File: config.mk
export PLATFORM = sky130hd
export DESIGN_NAME = latency_running_statistics_top
export DESIGN_NICKNAME = d
export VERILOG_FILES = /design/src/rtl/lrs_pkg.sv /design/src/rtl/latency_running_statistics_top.sv /design/src/rtl/lrs_ctrl.sv /design/src/rtl/lrs_datapath.sv
export SDC_FILE = /design/constraint.sdc
export NUM_CORES = 2
export LEC_CHECK = 0
export BUFFER_PORTS_ARGS = -buffer_cell sky130_fd_sc_hd__buf_2
export CAP_MARGIN = 20
export CORE_MARGIN = 3
export CORE_UTILIZATION = 60
export CTS_CLUSTER_DIAMETER = 200
export DETAILED_ROUTE_END_ITERATION = 7
export PLACE_DENSITY = 0.78
export REMOVE_ABC_BUFFERS = 1
export SLEW_MARGIN = 20
export SYNTH_ARGS = -nofsm -noshare
export SYNTH_HDL_FRONTEND = slang
export SYNTH_SLANG_ARGS = --single-unit
File: constraint.sdc
create_clock -name aclk -period 15 [get_ports aclk]
set_input_delay 1.5 -clock aclk [delete_from_list [all_inputs] [get_ports aclk]]
set_output_delay 1.5 -clock aclk [all_outputs]
set_load 0.005 [all_outputs]
File: src/rtl/lrs_pkg.sv
// Shared widths, step counts and controller/datapath signal bundles.
package lrs_pkg;

    localparam int unsigned RttW   = 32;
    localparam int unsigned CountW = 32;
    localparam int unsigned MeanW  = 48;
    localparam int unsigned SumW   = 64;
    localparam int unsigned FracW  = MeanW - RttW;
    localparam int unsigned HalfW  = MeanW / 2;
    localparam int unsigned ProdW  = 2 * MeanW;
    localparam int unsigned DivSteps = MeanW;
    localparam int unsigned StepW  = $clog2(DivSteps);
    localparam int unsigned MulSteps = 4;

    typedef struct packed {
        logic start;      // load sample, update count/min/max, set up division
        logic div_step;   // one restoring-division bit
        logic mean_step;  // commit new mean, form post-update deviation
        logic mul_step;   // one partial product of the deviation product
        logic finish;     // commit squared-deviation sum, load result
    } lrs_cmd_t;

    typedef struct packed {
        logic div_last;
        logic mul_last;
    } lrs_status_t;

endpackage

File: src/rtl/latency_running_statistics_top.sv
// Top level of the running latency statistics block (Welford mean and variance).
// A sample passes through 48 divider steps, 1 mean update, 4 partial products and 1 result
// load before its result is valid, and waits longer while the result register is full.
// A new sample is taken only once the result of the previous one is loaded.
// Reset: synchronous, active low; count, max, mean and sum clear, min goes to all ones.
module latency_running_statistics_top
    import lrs_pkg::*;
(
    input  logic              aclk,
    input  logic              aresetn,
    // sample channel
    input  logic              s_valid,
    output logic              s_ready,
    input  logic [RttW-1:0]   s_rtt_ns,
    // result channel
    output logic              m_valid,
    input  logic              m_ready,
    output logic [CountW-1:0] m_sample_count,
    output logic [RttW-1:0]   m_min_rtt_ns,
    output logic [RttW-1:0]   m_max_rtt_ns,
    output logic [MeanW-1:0]  m_mean_rtt_q16,
    output logic [SumW-1:0]   m_sum_sq_dev
);

    // Command and status bundles between the sequencer and the datapath.
    lrs_cmd_t    cmd;
    lrs_status_t sts;

    // Sequencer: accepts a sample transfer only when idle, steps the divider
    // and the multiplier, and loads the result register once it is free, so a
    // finished result may wait downstream while the next sample is taken.
    lrs_ctrl u_ctrl (
        .aclk    (aclk),
        .aresetn (aresetn),
        .s_valid (s_valid),
        .s_ready (s_ready),
        .m_valid (m_valid),
        .m_ready (m_ready),
        .sts     (sts),
        .cmd     (cmd)
    );

    // Datapath: count, min and max update at the transfer; the mean moves by
    // delta / count (truncating toward zero) after the serial division; the
    // deviation product is built from 24x24 partial products, scaled by 2^-32
    // and, unless it is negative, added to the saturating sum as the result is loaded.
    lrs_datapath u_dp (
        .aclk         (aclk),
        .aresetn      (aresetn),
        .cmd          (cmd),
        .sts          (sts),
        .rtt_ns       (s_rtt_ns),
        .sample_count (m_sample_count),
        .min_rtt_ns   (m_min_rtt_ns),
        .max_rtt_ns   (m_max_rtt_ns),
        .mean_rtt_q16 (m_mean_rtt_q16),
        .sum_sq_dev   (m_sum_sq_dev)
    );

endmodule

File: src/rtl/lrs_ctrl.sv
// Controller state machine: sequences division, mean update, multiply and result.
module lrs_ctrl
    import lrs_pkg::*;
(
    input  logic        aclk,
    input  logic        aresetn,
    input  logic        s_valid,
    output logic        s_ready,
    output logic        m_valid,
    input  logic        m_ready,
    input  lrs_status_t sts,
    output lrs_cmd_t    cmd
);

    typedef enum logic [4:0] {
        ST_IDLE = 5'b00001,
        ST_DIV  = 5'b00010,
        ST_MEAN = 5'b00100,
        ST_MUL  = 5'b01000,
        ST_DONE = 5'b10000
    } state_t;

    state_t state_reg, state_next;
    logic   out_valid_reg, out_valid_next;
    logic   out_free;

    assign s_ready  = (state_reg == ST_IDLE);
    assign m_valid  = out_valid_reg;
    assign out_free = !out_valid_reg || m_ready;

    always_comb begin
        state_next    = state_reg;
        cmd           = '0;
        unique case (state_reg)
            ST_IDLE: begin
                if (s_valid) begin
                    cmd.start  = 1'b1;
                    state_next = ST_DIV;
                end
            end
            ST_DIV: begin
                cmd.div_step = 1'b1;
                if (sts.div_last) begin
                    state_next = ST_MEAN;
                end
            end
            ST_MEAN: begin
                cmd.mean_step = 1'b1;
                state_next    = ST_MUL;
            end
            ST_MUL: begin
                cmd.mul_step = 1'b1;
                if (sts.mul_last) begin
                    state_next = ST_DONE;
                end
            end
            ST_DONE: begin
                // hold until the result register is free
                if (out_free) begin
                    cmd.finish = 1'b1;
                    state_next = ST_IDLE;
                end
            end
            default: begin
                state_next = ST_IDLE;
            end
        endcase
    end

    always_comb begin
        if (cmd.finish) begin
            out_valid_next = 1'b1;
        end else if (m_ready) begin
            out_valid_next = 1'b0;
        end else begin
            out_valid_next = out_valid_reg;
        end
    end

    always_ff @(posedge aclk) begin
        if (!aresetn) begin
            state_reg     <= ST_IDLE;
            out_valid_reg <= 1'b0;
        end else begin
            state_reg     <= state_next;
            out_valid_reg <= out_valid_next;
        end
    end

endmodule

File: src/rtl/lrs_datapath.sv
// Datapath: statistics registers, serial divider, split multiplier and result register.
module lrs_datapath
    import lrs_pkg::*;
(
    input  logic              aclk,
    input  logic              aresetn,
    input  lrs_cmd_t          cmd,
    output lrs_status_t       sts,
    input  logic [RttW-1:0]   rtt_ns,
    output logic [CountW-1:0] sample_count,
    output logic [RttW-1:0]   min_rtt_ns,
    output logic [RttW-1:0]   max_rtt_ns,
    output logic [MeanW-1:0]  mean_rtt_q16,
    output logic [SumW-1:0]   sum_sq_dev
);

    // statistics state
    logic [CountW-1:0] count_reg, count_next;
    logic [RttW-1:0]   min_reg, min_next;
    logic [RttW-1:0]   max_reg, max_next;
    logic [MeanW-1:0]  mean_reg, mean_next;
    logic [SumW-1:0]   sq_dev_reg, sq_dev_next;

    // per-item working registers
    logic [MeanW-1:0]  x_reg;
    logic [MeanW-1:0]  d_mag_reg;
    logic              d_neg_reg;
    logic [CountW-1:0] rem_reg;
    logic [MeanW-1:0]  quo_reg;
    logic [MeanW-1:0]  e_mag_reg;
    logic              add_en_reg;
    logic [ProdW-1:0]  acc_reg;
    logic [StepW-1:0]  step_reg, step_next;

    // result register
    logic [CountW-1:0] out_count_reg;
    logic [RttW-1:0]   out_min_reg;
    logic [RttW-1:0]   out_max_reg;
    logic [MeanW-1:0]  out_mean_reg;
    logic [SumW-1:0]   out_sum_reg;

    logic [MeanW-1:0]  x_in;
    logic              d_neg_in;
    logic [MeanW-1:0]  d_mag_in;
    logic [CountW:0]   shifted;
    logic [CountW:0]   trial;
    logic              trial_ge;
    logic              e_neg;
    logic [MeanW-1:0]  e_mag;
    logic [HalfW-1:0]  mul_a;
    logic [HalfW-1:0]  mul_b;
    logic [MeanW-1:0]  part;
    logic [ProdW-1:0]  part_ext;
    logic [ProdW-1:0]  part_sh;
    logic [SumW:0]     sum_wide;

    assign x_in     = {rtt_ns, {FracW{1'b0}}};
    assign d_neg_in = (x_in < mean_reg);
    assign d_mag_in = d_neg_in ? (mean_reg - x_in) : (x_in - mean_reg);

    always_comb begin
        count_next = (count_reg != {CountW{1'b1}}) ? (count_reg + 1'b1) : count_reg;
        min_next   = (rtt_ns < min_reg) ? rtt_ns : min_reg;
        max_next   = (rtt_ns > max_reg) ? rtt_ns : max_reg;
    end

    // restoring division, one quotient bit per cycle
    assign shifted  = {rem_reg, quo_reg[MeanW-1]};
    assign trial    = shifted - {1'b0, count_reg};
    assign trial_ge = !trial[CountW];

    assign mean_next = d_neg_reg ? (mean_reg - quo_reg) : (mean_reg + quo_reg);
    assign e_neg     = (x_reg < mean_next);
    assign e_mag     = e_neg ? (mean_next - x_reg) : (x_reg - mean_next);

    // 48x48 product as four 24x24 partial products
    assign mul_a    = step_reg[0] ? d_mag_reg[MeanW-1:HalfW] : d_mag_reg[HalfW-1:0];
    assign mul_b    = step_reg[1] ? e_mag_reg[MeanW-1:HalfW] : e_mag_reg[HalfW-1:0];
    assign part     = mul_a * mul_b;
    assign part_ext = {{(ProdW-MeanW){1'b0}}, part};

    always_comb begin
        case (step_reg[1:0])
            2'b00:   part_sh = part_ext;
            2'b11:   part_sh = part_ext << MeanW;
            default: part_sh = part_ext << HalfW;
        endcase
    end

    // drop the 32 fraction bits, then add with saturation
    assign sum_wide = {1'b0, sq_dev_reg} + {1'b0, acc_reg[ProdW-1:ProdW-SumW]};

    always_comb begin
        if (!add_en_reg) begin
            sq_dev_next = sq_dev_reg;
        end else if (sum_wide[SumW]) begin
            sq_dev_next = {SumW{1'b1}};
        end else begin
            sq_dev_next = sum_wide[SumW-1:0];
        end
    end

    always_comb begin
        step_next = step_reg;
        if (cmd.start || cmd.mean_step) begin
            step_next = '0;
        end else if (cmd.div_step || cmd.mul_step) begin
            step_next = step_reg + 1'b1;
        end
    end

    assign sts.div_last = (step_reg == StepW'(DivSteps - 1));
    assign sts.mul_last = (step_reg[1:0] == 2'(MulSteps - 1));

    always_ff @(posedge aclk) begin
        if (!aresetn) begin
            count_reg  <= '0;
            min_reg    <= {RttW{1'b1}};
            max_reg    <= '0;
            mean_reg   <= '0;
            sq_dev_reg <= '0;
            step_reg   <= '0;
        end else begin
            step_reg <= step_next;
            if (cmd.start) begin
                count_reg <= count_next;
                min_reg   <= min_next;
                max_reg   <= max_next;
            end
            if (cmd.mean_step) begin
                mean_reg <= mean_next;
            end
            if (cmd.finish) begin
                sq_dev_reg <= sq_dev_next;
            end
        end
    end

    always_ff @(posedge aclk) begin
        if (cmd.start) begin
            x_reg     <= x_in;
            d_neg_reg <= d_neg_in;
            d_mag_reg <= d_mag_in;
            quo_reg   <= d_mag_in;
            rem_reg   <= '0;
        end
        if (cmd.div_step) begin
            rem_reg <= trial_ge ? trial[CountW-1:0] : shifted[CountW-1:0];
            quo_reg <= {quo_reg[MeanW-2:0], trial_ge};
        end
        if (cmd.mean_step) begin
            e_mag_reg  <= e_mag;
            add_en_reg <= (d_neg_reg == e_neg) || (d_mag_reg == '0) || (e_mag == '0);
            acc_reg    <= '0;
        end
        if (cmd.mul_step) begin
            acc_reg <= acc_reg + part_sh;
        end
        if (cmd.finish) begin
            out_count_reg <= count_reg;
            out_min_reg   <= min_reg;
            out_max_reg   <= max_reg;
            out_mean_reg  <= mean_reg;
            out_sum_reg   <= sq_dev_next;
        end
    end

    assign sample_count = out_count_reg;
    assign min_rtt_ns   = out_min_reg;
    assign max_rtt_ns   = out_max_reg;
    assign mean_rtt_q16 = out_mean_reg;
    assign sum_sq_dev   = out_sum_reg;

endmodule

# Word-level counts from Yosys, hierarchy flattened
# Index checks and enable logic that the tools add are counted.
# W data, S select, Z words.
[classes]
add_sub_neg = 11
n_mul = 1
div_mod_pow = 0
n_lt_le_gt_ge = 4
eq_ne = 13
shifts = 0
muxes = 29
bitwise_logic = 1
reduce_logical = 18
[op_table]
columns = ["cell", "count"]
rows = [
  ["$mux W48", 5],
  ["$sub A48 B48 Y48", 5],
  ["$mux W96", 2],
  ["$pmux W96 S2", 1],
  ["$mux W64", 2],
  ["$add A96 B96 Y96", 1],
  ["$logic_not A48 Y1", 2],
  ["$lt A48 B48 Y1", 2],
  ["$mux W32", 3],
  ["$add A64 B64 Y65", 1],
  ["$add A48 B48 Y48", 1],
  ["$mul A24 B24 Y48", 1],
  ["$mux W24", 2],
  ["$sub A33 B32 Y33", 1],
  ["$add A32 B1 Y32 const B", 1],
  ["$gt A32 B32 Y1", 1],
  ["$lt A32 B32 Y1", 1],
  ["$ne A32 B32 Y1 const B", 1],
  ["$pmux W5 S5", 1],
  ["$mux W5", 4],
  ["$mux W1", 9],
  ["$add A6 B1 Y6 const B", 1],
  ["$eq A6 B6 Y1 const B", 1],
  ["$ne A2 B2 Y1 const B", 3],
  ["16 further kinds", 25],
]
[totals]
register_bits = 734
latch_bits = 0
ram_bits = 0
mem_bits_ro = 0
output_inout_bits = 210
elab_cells = 98
memories = 0

# Logic depth before layout (Yosys ltp)
[depth]
word_depth = 6
mapped_depth = 50
ltp_nobuf = 46

# Hierarchy
# A second synthesis with hierarchy kept.
[hier_totals]
cells_unflattened = 7456
area_unflattened_um2 = 68615.8
[modules_own_cells]
columns = ["module", "n_inst", "cells_each", "area_per_inst_um2", "seq_area_each_um2"]
rows = [
  ["lrs_datapath", 1, 7410, 68191.7, 19718.9],
  ["lrs_ctrl", 1, 46, 424.2, 120.1],
]

# Worst setup path before layout
# OpenSTA, ideal clock, no wires.
[synth_path]
path_kind = "reg-to-reg"
startpoint = "register u_dp.step_reg[0]"
endpoint = "register u_dp.acc_reg[80] (data pin)"
arrival_time_ps = 11391
required_ps = 14734
path_slack_ps = 3343
stages_incl_launch_ff = 47
path_buffers = 3
synth_period_minus_slack_ps = 11657
cell_sequence = "dfxtp_1 > clkbuf_1 > clkbuf_1 > clkbuf_1 > mux2i_1 > nor2_1 > fa_1 > fa_1 > inv_1 > fa_1 > fa_1 > inv_1 > fa_1 > fa_1 > inv_1 > fa_1 > inv_1 > ha_1 > [... 11 more ...] > o21bai_1 > a21oi_1 > xnor2_1 > a2bb2o_1 > ha_1 > and3_1 > nand3_1 > o22ai_1 > or4b_2 > o21ai_1 > o21ai_1 > a2bb2oi_1 > a311oi_1 > a21oi_1 > a41oi_1 > o21ai_0 > xnor2_1 > nor2_1"
[synth_between]
elab_chain_len = 5
word_cells_on_any_way = 7
classes_between = "1 x add/sub; 1 x mul; 1 x eq/ne; 3 x mux; 1 x reduce/logical"
[synth_rtl]
columns = ["item", "line", "source"]
rows = [
  ["from (decl)", "lrs_datapath.sv:33", "logic [StepW-1:0] step_reg, step_next;"],
  ["from (signal assigned)", "lrs_datapath.sv:124", "step_reg <= step_next;"],
  ["$mux W24", "lrs_datapath.sv:77", "assign mul_a = step_reg[0] ? d_mag_reg[MeanW-1:HalfW] : d_mag_reg[HalfW-1:0];"],
  ["$mul A24 B24 Y48", "lrs_datapath.sv:79", "assign part = mul_a * mul_b;"],
  ["$pmux W96 S2 (*)", "lrs_datapath.sv:83", "case (step_reg[1:0])"],
  ["$add A96 B96 Y96 (*)", "lrs_datapath.sv:157", "acc_reg <= acc_reg + part_sh;"],
  ["$mux W96 (*)", "lrs_datapath.sv:156", "if (cmd.mul_step) begin"],
  ["to (signal assigned)", "lrs_datapath.sv:157", ""],
  ["to (decl)", "lrs_datapath.sv:32", "logic [ProdW-1:0] acc_reg;"],
]
# Mark *: on every way between the ends. The rest lies on a longest branch, timed or not.
# A chain may end at the register's enable or synchronous reset.

# Worst setup path after layout
[layout_path]
startpoint = "register u_dp.step_reg[0]"
endpoint = "register u_dp.acc_reg[90] (data pin)"
# Same word-level chain as after synthesis.

==> metrics.md <==
| Metric | Value |
|---|---|
| Status | finished clean |
| Flop-to-flop setup slack | 1.22 ns |
| CTS sink cnt | 734 |
| CP Launch Type | flop |
| CP Capture Type | flop |
| First-pass GRT wire length | 320000 um |
| Yosys reg bits | 734 |
| Clock skew | around 0.034 ns |
| Multi-input logic area | 44000 sq um |
| Most frequent cells in the layout | inv_1 (912), nor2_1 (834), nand2_1 (655) |
| Relative slew slack | 21.0% |
| Post-DP HPWL | 160000 um |
| R2R depth | 43 |
| Seq/Total Area, Yosys | 29.1% |
| Max-cap violations | 0 |
| First-pass detailed-route iteration total | 6 |
| Share of layout cells above drive strength 1 | 8.62% |
| Number of flip-flops in the largest register | 96 |
| Initial DRC count | 5346 |
| CTS tree | done |
| Reg2reg end | u_dp.acc_reg[90] |
| Antenna violations before repair | 6 |
| Period utilisation layout | about nine tenths |
| Worst Setup EP | u_dp.acc_reg[90] |
| Total global-route track usage | 35.1% |
| Gr ovfl total | 0 |
| Biggest cell delay along the critical path | 0.95 ns |
| Unrepaired setup endpoints after global routing | no |
| Minimum clock period after layout | 13.78 ns |
| Achievable Freq | 0.0725 GHz |
| Largest net degree at the start of global routing | 166 |
| Reg2reg start | u_dp.step_reg[0] |
| Req. time, crit path | about 15 ns |
| WHS Path Cells | 0 |
| Post-synth ARST share | 0% |
| Vias in the first global route | 55494 |
| Global placement routability congestion | approximately 1.0 |
| Post-synth EDFFs | roughly 510 |
| Longest Clk Path Bufs | 3 |
| Post-CTS Setup Repair Bufs | 0 |
| Final Slew Violations | 0 |
| PostCTS Resize Cnt | 0 |
| Root Driver | clkbuf_16 |
| Syn Inst Count | 7479 |
| Die footprint | 118000 sq um |
| Final Core Density | about two thirds |
| Worst Path Class, Setup | reg2reg |
| Detailed Route WL | around 210000 um |
| Layout area overhead | 8.37% |
| Least-Margin Pin Slew | 1.16 ns |
| CP Max Fanout | 33 |
| Mapped Area | 68200 sq um |
| Routed vias/inst | 6.14 |
| Initial Util | 60.6% |
| Clock-pin slew on the worst setup and hold paths | 0.06 ns |
| Commonest non-fill, non-tap cell in the layout | inv_1 |
| Residual DRC count | 0 |
| Synth warn | 0 |
| Ports | 246 |
| Worst hold-check path type | reg2reg |
| H-tree depth | 3 |
| Die Width | 343 um |
| CP most frequent cell | fa_1 |
| Row cnt | ~120 |
| WL/cell | 22.7 um |
| Fin. Hold Viols | 0 |
| WP data arrival | approximately 14 ns |
| Crit path launch | u_dp.step_reg[0] |
| CORE AREA | 113000 sq um |
| Synthesized area per cell | 9.12 sq um |
| Net count, final | 8726 |
| Hold_buf cts | 0 |
| Register area | 19800 sq um |
| # fillers | approximately 9100 |
| Clk_lat worst skew | a little under 0.7 ns |
| Slowest CP cell | dfxtp_2 |
| Total CTS buffers | 84 |
| Yosys cell types | 110 |
| Ys flop type | edfxtp_1 |
| Die Height | 343 um |
| PortBufs | 245 |
| Via count | 56260 |
| Antenna-violating nets left | 0 |
| Finish-stage setup viols | 0 |
## per-layer routing
metal / track usage (%) / routed length, um / up-vias
met5: 0 / 0 / -
met4: 18.1 / 13100 / 0
met3: 7.03 / 18400 / 606
met2: 57.3 / 95700 / 2603
met1: 44.2 / 81100 / 27258
li1: - / - / 25793
## worst max-delay path: cells and delay by family, from the launching register on
family / cells / cell delay (ns)
XOR/XNOR: 2 / 0.30
AND/OR/NAND/NOR: 6 / 1.22
flip-flops: 1 / 0.95
AO/OA/AOI/OAI: 19 / 5.25
multiplexers: 1 / 0.91
buffers and inverters: 6 / 0.73
adder cells (fa/ha/maj): 9 / 4.14
## through the flow
step                instance area, sq um  hold WS, ns  worst slack, ns  setup TNS (ns)  cells
CTS                                73900        0.433             1.39               0   9166
detailed placement                 71000        0.419             1.49               0   9010
finish                             73900        0.433             1.22               0   9167
global route                       73900        0.437            0.430               0   9166
global placement                   71000        0.411             1.66               0   9010
floorplan                          67100        0.408            -1.83          -62.18   7187
## worst min path at each step
stage | from | slack [ns] | end
global placement | u_dp.max_reg[12] | 0.41 | u_dp.max_rtt_ns[12]
finish | u_dp.min_reg[7] | 0.43 | u_dp.min_rtt_ns[7]
CTS | u_dp.max_reg[27] | 0.43 | u_dp.max_rtt_ns[27]
global route | u_dp.max_reg[30] | 0.44 | u_dp.max_rtt_ns[30]
floorplan | u_dp.max_reg[10] | 0.41 | u_dp.max_rtt_ns[10]
detailed placement | u_dp.min_reg[7] | 0.42 | u_dp.min_rtt_ns[7]
## synthesized netlist by cell type, types with 55 or more instances
cell      instances  area, sq um
dfxtp_1         220         4400
nand2b_1         62          388
nor3_1           85          425
clkbuf_1        262          983
inv_1           913         3430
nand2_1         657         2470
a21oi_1         471         2360
a21o_1          228         1710
and2_1          144          901
nor2b_1          79          494
o21a_1           55          413
mux2_2           58          653
nor2_1          834         3130
o21bai_1         71          533
nand4_1          75          469
edfxtp_1        514        15400
fa_1            488         9770
o21ai_0         284         1420
xor2_1          108          946
ha_1            606         7580
mux2i_1         121         1210
nand3_1          95          475
xnor2_1         309         2710
## cell type report
cell class	instances	share of cell area [%]
repair buffers	323	2.48
flip-flops and latches	734	26.8
inverters	915	4.65
clock inverters	64	1.08
well taps	1500	2.54
clock buffers	92	2.91
multi-input cells	5538	59.5
diodes	1	0.00338
## cells by family after synthesis
family / Yosys count / synth area share, %
and+or+nand+nor: 2222 / 14.8
AOI/OAI and AO/OA: 1624 / 15.8
buffers and inverters: 1207 / 6.72
adders and majority gates: 1094 / 25.4
DFF: 734 / 29.1
xor gates and xnor gates: 418 / 5.38
muxes: 180 / 2.75
Power is not shown: default switching activity piles up to over one toggle a cycle in this logic, so the estimate is an artifact.
